$ cat config.mk
export PLATFORM = sky130hd
export DESIGN_NAME = metf_ctrl
export DESIGN_NICKNAME = d
export VERILOG_FILES = /design/src/metf_pkg.sv /design/src/metf_ctrl.sv
export SDC_FILE = /design/constraint.sdc
export NUM_CORES = 1
export LEC_CHECK = 0
export ABC_AREA = 1
export BUFFER_PORTS_ARGS = -buffer_cell sky130_fd_sc_hd__buf_2
export CAP_MARGIN = 40
export CELL_PAD_IN_SITES_DETAIL_PLACEMENT = 0
export CELL_PAD_IN_SITES_GLOBAL_PLACEMENT = 1
export CORE_AREA = 2 2 39 41
export DETAILED_ROUTE_END_ITERATION = 7
export DIE_AREA = 0 0 41 43
export GPL_ROUTABILITY_DRIVEN = 0
export HOLD_SLACK_MARGIN = 0.08
export PLACE_DENSITY_LB_ADDON = 0.1
export SLEW_MARGIN = 20
export SYNTH_ARGS = -nofsm -noshare
export SYNTH_HDL_FRONTEND = slang
export SYNTH_SLANG_ARGS = --single-unit
$ cat constraint.sdc
create_clock -name clk -period 1.2 [get_ports clk]
set_clock_uncertainty 0.1 [all_clocks]
set_input_delay 0.06 -clock clk [delete_from_list [all_inputs] [get_ports clk]]
set_output_delay 0.06 -clock clk [all_outputs]
set_load 0.02 [all_outputs]
$ cat src/metf_pkg.sv
// ----------------------------------------------------------------------------
// metf_pkg
// Shared types, constants and helpers for the median/EMA tilt filter.
// ----------------------------------------------------------------------------
package metf_pkg;

  localparam int WINDOW_MAX  = 8;
  localparam int SAMPLE_BITS = 16;
  localparam int SLOT_BITS   = $clog2(WINDOW_MAX);
  localparam int COUNT_BITS  = $clog2(WINDOW_MAX + 1);
  localparam int WSIZE_BITS  = 4;
  localparam int ALPHA_BITS  = 17;
  localparam int CFG_BITS    = 17;
  localparam int FRAC_BITS   = 16;

  localparam logic [ALPHA_BITS-1:0] ALPHA_ONE   = ALPHA_BITS'(65536);
  localparam logic [ALPHA_BITS-1:0] ALPHA_RESET = ALPHA_BITS'(13107);
  localparam logic [WSIZE_BITS-1:0] WSIZE_RESET = WSIZE_BITS'(5);

  // register indexes on the configuration port
  localparam logic CFG_WINDOW_SIZE = 1'b0;
  localparam logic CFG_ALPHA       = 1'b1;

  typedef logic signed [SAMPLE_BITS-1:0] sample_t;

  typedef struct packed {
    sample_t pitch_sample;
    sample_t roll_sample;
  } in_word_t;

  typedef struct packed {
    sample_t filtered_pitch;
    sample_t filtered_roll;
  } out_word_t;

  typedef struct packed {
    logic load;
    logic search;
    logic mult;
    logic update;
  } dp_cmd_t;

  typedef struct packed {
    logic search_last;
    logic out_stall;
  } dp_status_t;

  localparam sample_t SAMPLE_MAX = {1'b0, {(SAMPLE_BITS-1){1'b1}}};
  localparam sample_t SAMPLE_MIN = {1'b1, {(SAMPLE_BITS-1){1'b0}}};

  // negate for the frame change; the most negative sample clips to the maximum
  function automatic sample_t neg_sat(input sample_t x);
    sample_t r;
    if (x == SAMPLE_MIN) begin
      r = SAMPLE_MAX;
    end else begin
      r = -x;
    end
    return r;
  endfunction

endpackage

$ cat src/metf_ctrl.sv
// ----------------------------------------------------------------------------
// metf_ctrl
// Sequencer: load a word, run the rank search, multiply, update the output.
// ----------------------------------------------------------------------------
module metf_ctrl (
  input  logic                 clk,
  input  logic                 rst,
  input  logic                 in_valid,
  output logic                 in_ready,
  input  metf_pkg::dp_status_t status,
  output metf_pkg::dp_cmd_t    cmd
);

  typedef enum logic [3:0] {
    ST_IDLE   = 4'b0001,
    ST_SEARCH = 4'b0010,
    ST_MULT   = 4'b0100,
    ST_UPDATE = 4'b1000
  } state_t;

  state_t state;
  state_t state_next;

  always_ff @(posedge clk) begin
    if (rst) begin
      state <= ST_IDLE;
    end else begin
      state <= state_next;
    end
  end

  always_comb begin
    state_next = state;
    cmd        = '0;
    in_ready   = 1'b0;
    case (state)
      ST_IDLE: begin
        // keep the input closed while reset is held
        if (!rst) begin
          in_ready = 1'b1;
          if (in_valid) begin
            cmd.load   = 1'b1;
            state_next = ST_SEARCH;
          end
        end
      end
      ST_SEARCH: begin
        cmd.search = 1'b1;
        if (status.search_last) begin
          state_next = ST_MULT;
        end
      end
      ST_MULT: begin
        cmd.mult   = 1'b1;
        state_next = ST_UPDATE;
      end
      ST_UPDATE: begin
        // hold until the output register is free
        if (!status.out_stall) begin
          cmd.update = 1'b1;
          state_next = ST_IDLE;
        end
      end
      default: begin
        state_next = ST_IDLE;
      end
    endcase
  end

endmodule

==> results, run 1 <==
- Yosys printed 0 warnings.
- Of all nets on the critical path, the largest fanout is 3.
- For the pin with the worst max-slew slack, the measured transition is between 0.15 and 0.2 ns.
- The average size of a mapped cell is 6.66 µm².
- Counting I/O delays and the setup requirement, the final critical path takes 1.26 ns.
- Detailed routing inserted a total of 286 vias.
- The HPWL after detailed placement is between 400 and 500 µm.
- For the worst-skew pair, the clock arrives at the later sink with an insertion delay of 0.24 ns.
- The total count of max-transition violations in the final report is 0.
- The final reports fail on negative setup slack.
- The number of port buffers is 9.
- The count of final hold-check violations is 0.
- The final count of negative-setup-slack endpoints is 4.
- In this run the power density over the cells is 1110 nW/µm².
- The initial antenna violation count was 0.
- The leakage power of the design is ~0.21 nW.
- The sequential element share of the synthesized area is 0.325.
- Of the post-synthesis cell area, the part taken by muxes is 0.
- The width of the chip is 41 µm.
- In the final layout, the registers with the most flip-flops are state: 4 flops.
- The number of buffers added by the clock tree synthesis step is 3.
- The detailed-router iteration count before antenna repair is 2.
- The register with the most flip-flops in the layout has 4 of them.
- The root buffer cell is sky130_fd_sc_hd__clkbuf_4.
- The type of the setup path with the least slack is reg -> out.
- Clock-pin slew was measured on the worst setup and hold paths at approximately 0.04 ns.
- The beginning of the worst register-to-register path is state[1]$_SDFFE_PP0P_.
- The number of global-route vias before repair is 250.
- The post-synth design cell area is approximately 250 µm².
- For this run, the post-layout net count is 61.
- The synthesis-stage register bit count is 4.
- The number of DRC violations after detailed routing is 0.
- The endpoint of the most critical register-to-register path is state[0]$_SDFFE_PP1P_.
- Setup repair after global routing could not meet its margin everywhere.
- The count of unique library cells instantiated by Yosys is 14.
- Synthesis produced a netlist with a net count of 42.
- The main combinational cell family by area after synthesis is simple AND/OR/NAND/NOR gates.
- The core region is around 1400 µm².
- TritonCTS built the clock tree.
- The share of the synthesized area in compound gates (AO/OA/AOI/OAI) is 0.0914.
- The setup slack on the worst flop-to-flop path is 0.05 ns.
- The layout filler cell count is 163.
- The library cells used most frequently in the layout, excluding fill and tap cells, are sky130_fd_sc_hd__nor2_1 (6), sky130_fd_sc_hd__buf_2 (6), sky130_fd_sc_hd__buf_4 (5).
- The fraction of layout cells with a size suffix above 1 is 0.574.
- state holds more flip-flops than any other register.
- The vertical die dimension is 43 µm.
- The routed length per placed instance is 8.90 µm.
- STA classifies the critical path startpoint as a register.
- The number of DRC markers in iteration 0 is 3.
- The area share of and/or/nand/nor cells after synthesis is 0.462.
- The max-cap check violation count is 0.
- The floorplan has 14 rows.
- Relative to the synthesized area, the layout overhead comes to 66.5%.
- For this configuration, the core starts out at a cell density of 0.178.
- For this run, the total global-route usage over all layers was measured as 0.0873.
- The depth of the CTS H-tree is 1.
- Summing all placed instances gives a cell area of 317 µm².
- Entering global routing, the biggest net connects 5 pins.
- The number of diodes is 0.
- The number of cells on the worst reg-to-reg path is 7.
- The critical path ends at cmd[3].
- Across the VDD grid, the largest voltage drop is 0.369 mV.
- The final antenna-violating net count is 0.
- The first global-routing pass estimated 931 µm of wire.
- The remaining max-slew budget at the tightest pin is 0.877.
- The post-route standard cell area excluding fillers is 410 µm².
- Summing all flip-flop and latch instances after layout gives 83.8 µm².
- The number of sinks driven by the clock tree is 4.
- Of the total synthesized cell area, the portion taken by full adders, half adders and majority gates is 0.
- The post-synthesis xor/xnor area fraction is 0.
- The final standard cell utilization of the core is 0.297.
- Wires add up to 623 µm.
- Static timing analysis puts the maximum clock frequency at 0.791 GHz.
- The critical path launch point is state[1]$_SDFFE_PP0P_.
- The I/O pin count is 10.
- The endpoint kind of the worst setup timing path is an output pin.
- The die covers between 1500 and 2000 µm².
- The worst-case setup margin in the final layout is -0.0643 ns.
- The part of the cycle the worst path needs is 1.05.
- The buffer levels on the longest clock path is 2.
- Summing all multi-input logic gate instances after layout gives about 160 µm².
- At the worst endpoint, the arrival time is 1.10 ns.
- The remaining global-route overflow is 0.
- The flow ran to the end, but the final reports show violations.
- Dividing the detail-routed via count by the number of cells gives 4.09.
- Synthesis handed over a netlist of 37 instances.
- The data required time of the worst path is 1.04 ns.
- The type of the worst min-delay path is in -> reg.
per-layer routing:
metal,GRT usage,up-vias,part of all wire
met1,0.0804,127,0.39
met4,0.120,0,0.019
li1,-,148,-
met3,0.0157,2,0.059
met2,0.128,9,0.53
met5,0,-,0
how the worst min path moves through the flow:
stage	from	endpoint	cells after the start
final	status[1]	state[1]$_SDFFE_PP0P_	4
after global routing	status[1]	state[1]$_SDFFE_PP0P_	4
after CTS	status[1]	state[1]$_SDFFE_PP0P_	4
after detailed placement	rst	state[2]$_SDFFE_PP0P_	2
after global placement	rst	state[2]$_SDFFE_PP0P_	2
after floorplan	rst	state[3]$_SDFFE_PP0P_	1
power by group:
group / switching [W] / internal, W
Clock: 0.0000540 / 0.000112
Combinational: 0.0000714 / 0.0000663
Sequential: 0.00000869 / 0.000144
Total: 0.000134 / 0.000322
area by class of cell:
| cell class | count | area share |
|---|---|---|
| sequential | 4 | 0.204 |
| tap | 16 | 0.0488 |
| clock buffer | 3 | 0.0549 |
| timing repair buffer | 14 | 0.238 |
| multi-input combinational | 25 | 0.381 |
| inverter | 8 | 0.0732 |
what timing repair did:
| item | CTS | global route |
|---|---|---|
| pin swaps | 3 | 2 |
| endpoints found under the hold margin | 3 | 0 |
| setup endpoints to repair | 5 | 8 |
| hold buffers | 3 | 0 |
| gates cloned | 0 | 0 |
| resized for setup | 7 | 7 |
| buffers inserted | 2 | 0 |
metrics by stage:
stage / setup slack (ns) / setup TNS, ns / power, W / instances / hold WS [ns]
4_1_cts: -0.103 / -0.268 / 0.000451 / 70 / 0.0828
5_1_grt: -0.132 / -0.536 / 0.000483 / 70 / 0.137
2_1_floorplan: 0.120 / 0 / 0.000221 / 37 / 0.0291
3_5_place_dp: 0.0724 / 0 / 0.000250 / 62 / 0.226
6_report: -0.0643 / -0.139 / 0.000456 / 70 / 0.0770
3_3_place_gp: 0.0892 / 0 / 0.000250 / 62 / 0.226
cells by family (layout without fill, tap and decap cells):
| logic type | after synthesis | after routing |
|---|---|---|
| AOI/OAI and AO/OA | 3 | 3 |
| DFF | 4 | 4 |
| buffers and inverters | 8 | 25 |
| and+or+nand+nor | 22 | 22 |
synthesized netlist by cell type:
cell,number,area [µm²]
sky130_fd_sc_hd__nand2_2,1,6.26
sky130_fd_sc_hd__nand2_1,5,18.8
sky130_fd_sc_hd__nand3b_1,1,7.51
sky130_fd_sc_hd__nor2_1,6,22.5
sky130_fd_sc_hd__nand3_2,1,10.0
sky130_fd_sc_hd__dfxtp_1,4,80.1
sky130_fd_sc_hd__a21oi_1,1,5.00
sky130_fd_sc_hd__nor3_2,1,10.0
sky130_fd_sc_hd__a31oi_1,1,6.26
sky130_fd_sc_hd__nor2_2,3,18.8
sky130_fd_sc_hd__o21bai_2,1,11.3
sky130_fd_sc_hd__inv_1,8,30.0
sky130_fd_sc_hd__nor3_1,1,5.00
sky130_fd_sc_hd__nand3_1,3,15.0
critical path, stage by stage, from the launching register on:
cell and delay (ns):
sky130_fd_sc_hd__dfxtp_1 0.31, sky130_fd_sc_hd__inv_2 0.07, sky130_fd_sc_hd__nand2_2 0.06, sky130_fd_sc_hd__nor2_4 0.12, sky130_fd_sc_hd__inv_2 0.06, sky130_fd_sc_hd__nor3_2 0.09, sky130_fd_sc_hd__buf_4 0.16
Note: power is estimated with default switching activity, not from simulation.
==> inputs of run 2 (changes only) <==
--- a/config.mk
+++ b/config.mk
@@ -14,7 +14,7 @@
 export DETAILED_ROUTE_END_ITERATION = 7
 export DIE_AREA = 0 0 41 43
 export GPL_ROUTABILITY_DRIVEN = 0
-export HOLD_SLACK_MARGIN = 0.08
+export HOLD_SLACK_MARGIN = 0.12
 export PLACE_DENSITY_LB_ADDON = 0.1
 export SLEW_MARGIN = 20
 export SYNTH_ARGS = -nofsm -noshare
==> constraint.sdc (replaced) <==
create_clock -name clk -period 1.4 [get_ports clk]
set_clock_uncertainty 0.1 [all_clocks]
set_input_delay 0.07 -clock clk [delete_from_list [all_inputs] [get_ports clk]]
set_output_delay 0.07 -clock clk [all_outputs]
set_load 0.02 [all_outputs]
==> results, run 2 (synthesis gave the netlist of run 1 again) <==
- The run finished with clean final reports.
- The root buffer cell is sky130_fd_sc_hd__clkbuf_4.
- The type of the worst min-delay path is in -> reg.
- The sum of negative setup slack is 0 ns.
- Max-cap violations in this run came to 0.
- The placed cell count is 62.
- For this block, the via count after detailed routing is ~280.
- The number of buffers added by the clock tree synthesis step is 3.
- The buffer levels on the longest clock path is 2.
- The total overflow left after global routing is 0.
- At the end of the flow the core is filled with cells to 0.280.
- The clock latency on the worst-skew pair is 0.23 ns.
- The number of DRC violations after detailed routing is 0.
- The number of port buffers is 9.
- The part of the cycle the worst path needs is 0.947.
- The die is approximately 41 µm wide.
- The routed length per placed instance is 8.23 µm.
- The total count of max-transition violations in the final report is 0.
- The I/O pin count is 10.
- The number of global-route vias before repair is 243.
- The number of DRC markers in iteration 0 is 0.
- The routed design has 576 µm of wire.
- In this run the remaining antenna-violating nets after routing total 0.
- The fraction of layout cells with a size suffix above 1 is 0.463.
- The largest registers in the layout are state: 4 flops.
- The count of nets after finishing is 61.
- Leaving out filler cells and counting taps, the final layout contains 70.
- The vertical die dimension is about 43 µm.
- The HPWL after detailed placement is ~470 µm.
- The register with the most flip-flops in the layout has 4 of them.
- The core box area is ~1400 µm².
- At the pin with the least slew margin, the transition time is 0.186 ns.
- The clock slew at the register clock pins of the worst setup and hold paths is 0.03 ns.
- The analysis attributes to cell leakage a power of 0.210 nW.
- Leaving out fill and tap cells, the most frequent cells in the layout are sky130_fd_sc_hd__buf_2 (8), sky130_fd_sc_hd__inv_1 (6), sky130_fd_sc_hd__nor2_1 (6).
- The layout filler cell count is around 170.
- Once routing completed, OpenROAD measured the worst setup slack at 0.0748 ns.
- Entering global routing, the biggest net connects 7 pins.
- For this run, the slowest stage of the critical path takes 0.30 ns.
- The count of final hold-check violations came to 0.
- STA puts the critical path data arrival time at 1.16 ns.
- The depth of the CTS H-tree is 1.
- The area growth from synthesis to layout is 57.4%.
- The areal power density over the cells is between 900 and 1000 nW/µm².
- OpenSTA, run right after detailed placement, puts the worst setup slack at 0.224 ns.
- The number of sinks driven by the clock tree is 4.
- The final count of negative-setup-slack endpoints is 0.
- The floorplan die area is 1760 µm².
- Ranked by flip-flop count, first place goes to state.
- The endpoint kind of the worst setup timing path is an output pin.
- The first global-routing pass estimated 945 µm of wire.
- The count of standard-cell rows is 14.
- The number of diodes is 0.
- The worst voltage drop across the vdd grid is 0.326 mV.
- For this run, the detailed router's first-pass iteration total came to 1.
- The worst-path cell with the longest stage delay is sky130_fd_sc_hd__dfxtp_1.
- Along the worst path, the maximum fanout reaches 3.
- The achievable frequency is 0.755 GHz.
- Traced cell by cell, the critical path runs through inv_1 -> nand2_1 -> nor2_2 -> inv_2 -> nor3_2 -> buf_4.
- For this configuration, the core starts out at a cell density of 0.178.
- The most common cell after layout, fill and taps aside is sky130_fd_sc_hd__buf_2.
- For this run, the total global-route usage over all layers was measured as 0.0884.
- The remaining max-slew budget at the tightest pin is 0.876.
- The worst path in the final design needs a cycle of 1.33 ns, including I/O delays and setup.
- The worst setup path is launched from a register.
- The worst setup path is of the reg -> out kind.
- The initial antenna violation count came to 0.
- The routed via count divided by cell count is 3.96.
- The clock tree from TritonCTS is done.
- The data required time of the worst path is around 1.2 ns.
run 2: timing repair:
action | 4_1_cts | 5_1_grt
setup buffers | 1 | 1
setup endpoints to repair | 1 | 2
hold buffers | 3 | 0
resized for setup | 1 | 4
pin swaps | 1 | 1
hold endpoints to repair | 4 | 0
run 2: layout make-up:
cell class,count,area (µm²),area share
clock buffer,3,22.5,0.0581
inverter,8,30.0,0.0774
multi-input combinational,25,141,0.365
sequential,4,81.3,0.210
tap,16,20.0,0.0516
timing repair buffer,14,92.6,0.239
run 2: report_power, final:
part	switching (W)	leakage, nW	internal (W)	total, W
logic	0.0000594	0.164	0.0000510	0.000110
clock network	0.0000402	0.0138	0.0000954	0.000136
registers	0.00000639	0.0325	0.000123	0.000130
run 2: worst max-delay path, delay by kind of cell, from the launching register on:
kind	cells	cell delay (ns)
AND/OR/NAND/NOR	3	0.31
flip-flops	1	0.30
buffers and inverters	3	0.30
run 2: metrics by stage:
step	area, µm²	hold slack (ns)	total power (W)
4_1_cts	373	0.125	0.000369
6_report	388	0.123	0.000376
2_1_floorplan	246	0.0391	0.000188
5_1_grt	388	0.151	0.000398
3_5_place_dp	312	0.237	0.000214
3_3_place_gp	312	0.229	0.000214
run 2: path summary, 6_finish.rpt:
check	slack [ns]	depth (start not counted)	endpoint	from
hold / removal	0.12	3	state[3]$_SDFFE_PP0P_	status[0]
setup / recovery	0.07	6	cmd[3]	state[1]$_SDFFE_PP0P_
setup reg to reg	0.09	8	state[0]$_SDFFE_PP1P_	state[2]$_SDFFE_PP0P_
hold reg to reg	0.48	3	state[2]$_SDFFE_PP0P_	state[0]$_SDFFE_PP1P_
run 2: per-layer routing:
metal / wire length, µm / vias up / track usage
met2: 291 / 10 / 0.113
met1: 248 / 116 / 0.0997
met4: 6 / 0 / 0.100
met5: 0 / - / 0
met3: 29 / 2 / 0.0314
li1: - / 149 / -
==> inputs of run 3 (changes only) <==
--- a/config.mk
+++ b/config.mk
@@ -16,7 +16,6 @@
 export GPL_ROUTABILITY_DRIVEN = 0
 export HOLD_SLACK_MARGIN = 0.12
 export PLACE_DENSITY_LB_ADDON = 0.1
-export SLEW_MARGIN = 20
 export SYNTH_ARGS = -nofsm -noshare
 export SYNTH_HDL_FRONTEND = slang
 export SYNTH_SLANG_ARGS = --single-unit
==> constraint.sdc (replaced) <==
create_clock -name clk -period 1.4 [get_ports clk]
set_clock_uncertainty 0.1 [all_clocks]
set_input_delay 0.28 -clock clk [delete_from_list [all_inputs] [get_ports clk]]
set_output_delay 0.28 -clock clk [all_outputs]
set_load 0.02 [all_outputs]
==> results, run 3 (synthesis gave the netlist of run 1 again) <==
- The largest registers in the layout are state: 4 flops.
- Data on the critical path is required at its endpoint by 1.02 ns.
- The clock latency on the worst-skew pair is 0.24 ns.
- In this run the tightest slew margin relative to its limit is 0.877.
- The part of the cycle the worst path needs is 1.06.
- The wire length of the first global-routing pass is 890 µm.
- The worst setup path is launched from a register.
- The initial antenna violation count is 0.
- In the final layout, the share of cells above drive strength 1 is 0.608.
- The areal power density over the cells is ~1000 nW/µm².
- The most frequent cell on the critical path is sky130_fd_sc_hd__inv_2.
- Summed over all cells, the static leakage comes to a little over 0.2 nW.
- The worst hold slack after final layout is just under 0.2 ns.
- The number of DRC markers in iteration 0 is 3.
- The depth of the CTS H-tree is 1.
- The count of nets after finishing is slightly below 60.
- The root buffer cell is sky130_fd_sc_hd__clkbuf_4.
- Clock-pin slew was measured on the worst setup and hold paths at 0.04 ns.
- In the layout the commonest cells are sky130_fd_sc_hd__nor2_1 (6), sky130_fd_sc_hd__buf_2 (6), sky130_fd_sc_hd__buf_4 (5).
- The number of diodes is 0.
- The cell area after placement is 317 µm².
- The total count of max-transition violations in the final report is 0.
- The maximum cell stage delay along the critical path is 0.31 ns.
- The maximum fanout count along the critical path is 3.
- Subtracting the final worst setup slack from the clock period gives 1.48 ns.
- Counting both buffers and inverters, the worst setup path holds a total of 3.
- The min-delay analysis places its worst path in the category in -> reg.
- The worst-case IR drop observed on VDD is 0.321 mV.
- Ranked by flip-flop count, first place goes to state.
- The detail route stage leaves a number of antenna-violating nets equal to 0.
- The buffer levels on the longest clock path is 2.
- After floorplanning, the core was sized to cover 1380 µm².
- The die is between 40 and 50 µm wide.
- The remaining global-route overflow is 0.
- The routed via count divided by cell count is 4.19.
- The via count is 281.
- The count of standard-cell rows is 14.
- Across every metal layer, demand over resource in global routing totals 0.0833.
- The number of DRC violations after detailed routing is 0.
- For this run, the top clock speed supported by timing is 0.676 GHz.
- At the pin with the least slew margin, the transition time is 0.184 ns.
- The register with the most flip-flops in the layout has 4 of them.
- The worst path arrival time is between 1 and 1.5 ns.
- The I/O pin count is 10.
- Setup repair after global routing could not meet its margin everywhere.
- The number of global-route vias before repair came to 243.
- The final reports fail on negative setup slack.
- The number of port buffers is 9.
- The starting density of the core is 0.178.
- After legalization and detailed placement, the total HPWL measured ~470 µm.
- The layout has 161 filler cells.
- For this block, the routed nets add up to 587 µm of wire.
- Setup violations remaining at the end of the flow were counted as 5.
- The worst-case setup margin in the final layout is -0.0794 ns.
- The first detailed-routing pass ran for 3 iterations.
- The number of hold buffers added after cts is 0.
- The floorplan die area is 1760 µm².
- TritonCTS built the clock tree.
- The worst-path cell with the longest stage delay is sky130_fd_sc_hd__dfxtp_1.
- The critical path goes through inv_2 -> nand2_2 -> nor2_4 -> inv_2 -> nor3_2 -> buf_4.
- The number of buffers added by the clock tree synthesis step is 3.
- Measured along the y axis, the die boundary spans 43 µm.
- The count of final hold-check violations is 0.
- The area growth from synthesis to final layout is 54.3%.
- By startpoint and endpoint, the worst setup path is classified as reg -> out.
- After layout, the design draws a total of 0.000384 W.
- The clock drives 4 sinks.
- The cell family contributing the most delay on the critical path is flip-flops.
- The largest net degree at the start of global routing is 7.
- The run finished, with violations left.
- In the final routed layout, each cell accounts on average for 8.76 µm.
- The endpoint kind of the worst setup timing path is an output pin.
- The tool flagged a number of max-cap violations equal to 0.
- OpenSTA, run right after detailed placement, puts the worst setup slack at 0.0524 ns.
- The post-route standard cell area excluding fillers is 380 µm².
## run 3: cell count changes in the layout (fill, tap and decap cells not counted), sizes merged
cell,delta
dlygate4sd3,-3
## run 3: final cells by class
cell class	count	area, µm²	area share
multi-input cells	25	156	0.411
flip-flops and latches	4	83.8	0.220
repair buffers	11	67.6	0.178
inverters	8	30.0	0.0789
clock buffers	3	22.5	0.0592
well taps	16	20.0	0.0526
## run 3: final timing paths
kind / from / endpoint / slack, ns / depth (start not counted)
max: state[1]$_SDFFE_PP0P_ / cmd[3] / -0.08 / 6
min: rst / state[2]$_SDFFE_PP0P_ / 0.19 / 2
max reg2reg: state[1]$_SDFFE_PP0P_ / state[0]$_SDFFE_PP1P_ / 0.25 / 7
min reg2reg: state[2]$_SDFFE_PP0P_ / state[3]$_SDFFE_PP0P_ / 0.47 / 2
## run 3: power by group
group	internal [W]	switching (W)
clock	0.0000958	0.0000465
sequential	0.000123	0.00000744
combinational	0.0000513	0.0000599
total	0.000270	0.000114
## run 3: what timing repair did
action | CTS | global route
setup buffers | 2 | 0
hold endpoints to repair | 0 | 0
pin swaps | 3 | 2
setup endpoints to repair | 5 | 5
gates resized for setup | 7 | 7
## run 3: metrics by stage
stage                     instances  TNS, ns   util
final                            67   -0.211  0.275
after global placement           62        0  0.229
after floorplan                  37        0      -
after global routing             67   -0.585  0.275
after CTS                        67   -0.369  0.262
after detailed placement         62        0  0.229
## run 3: layer usage
| metal | vias to the layer above | share of wire | GRT usage |
|---|---|---|---|
| met5 | - | 0 | 0 |
| met4 | 0 | 0.020 | 0.120 |
| met3 | 2 | 0.066 | 0.0157 |
| met2 | 9 | 0.52 | 0.113 |
| met1 | 126 | 0.39 | 0.0836 |
| li1 | 144 | - | - |
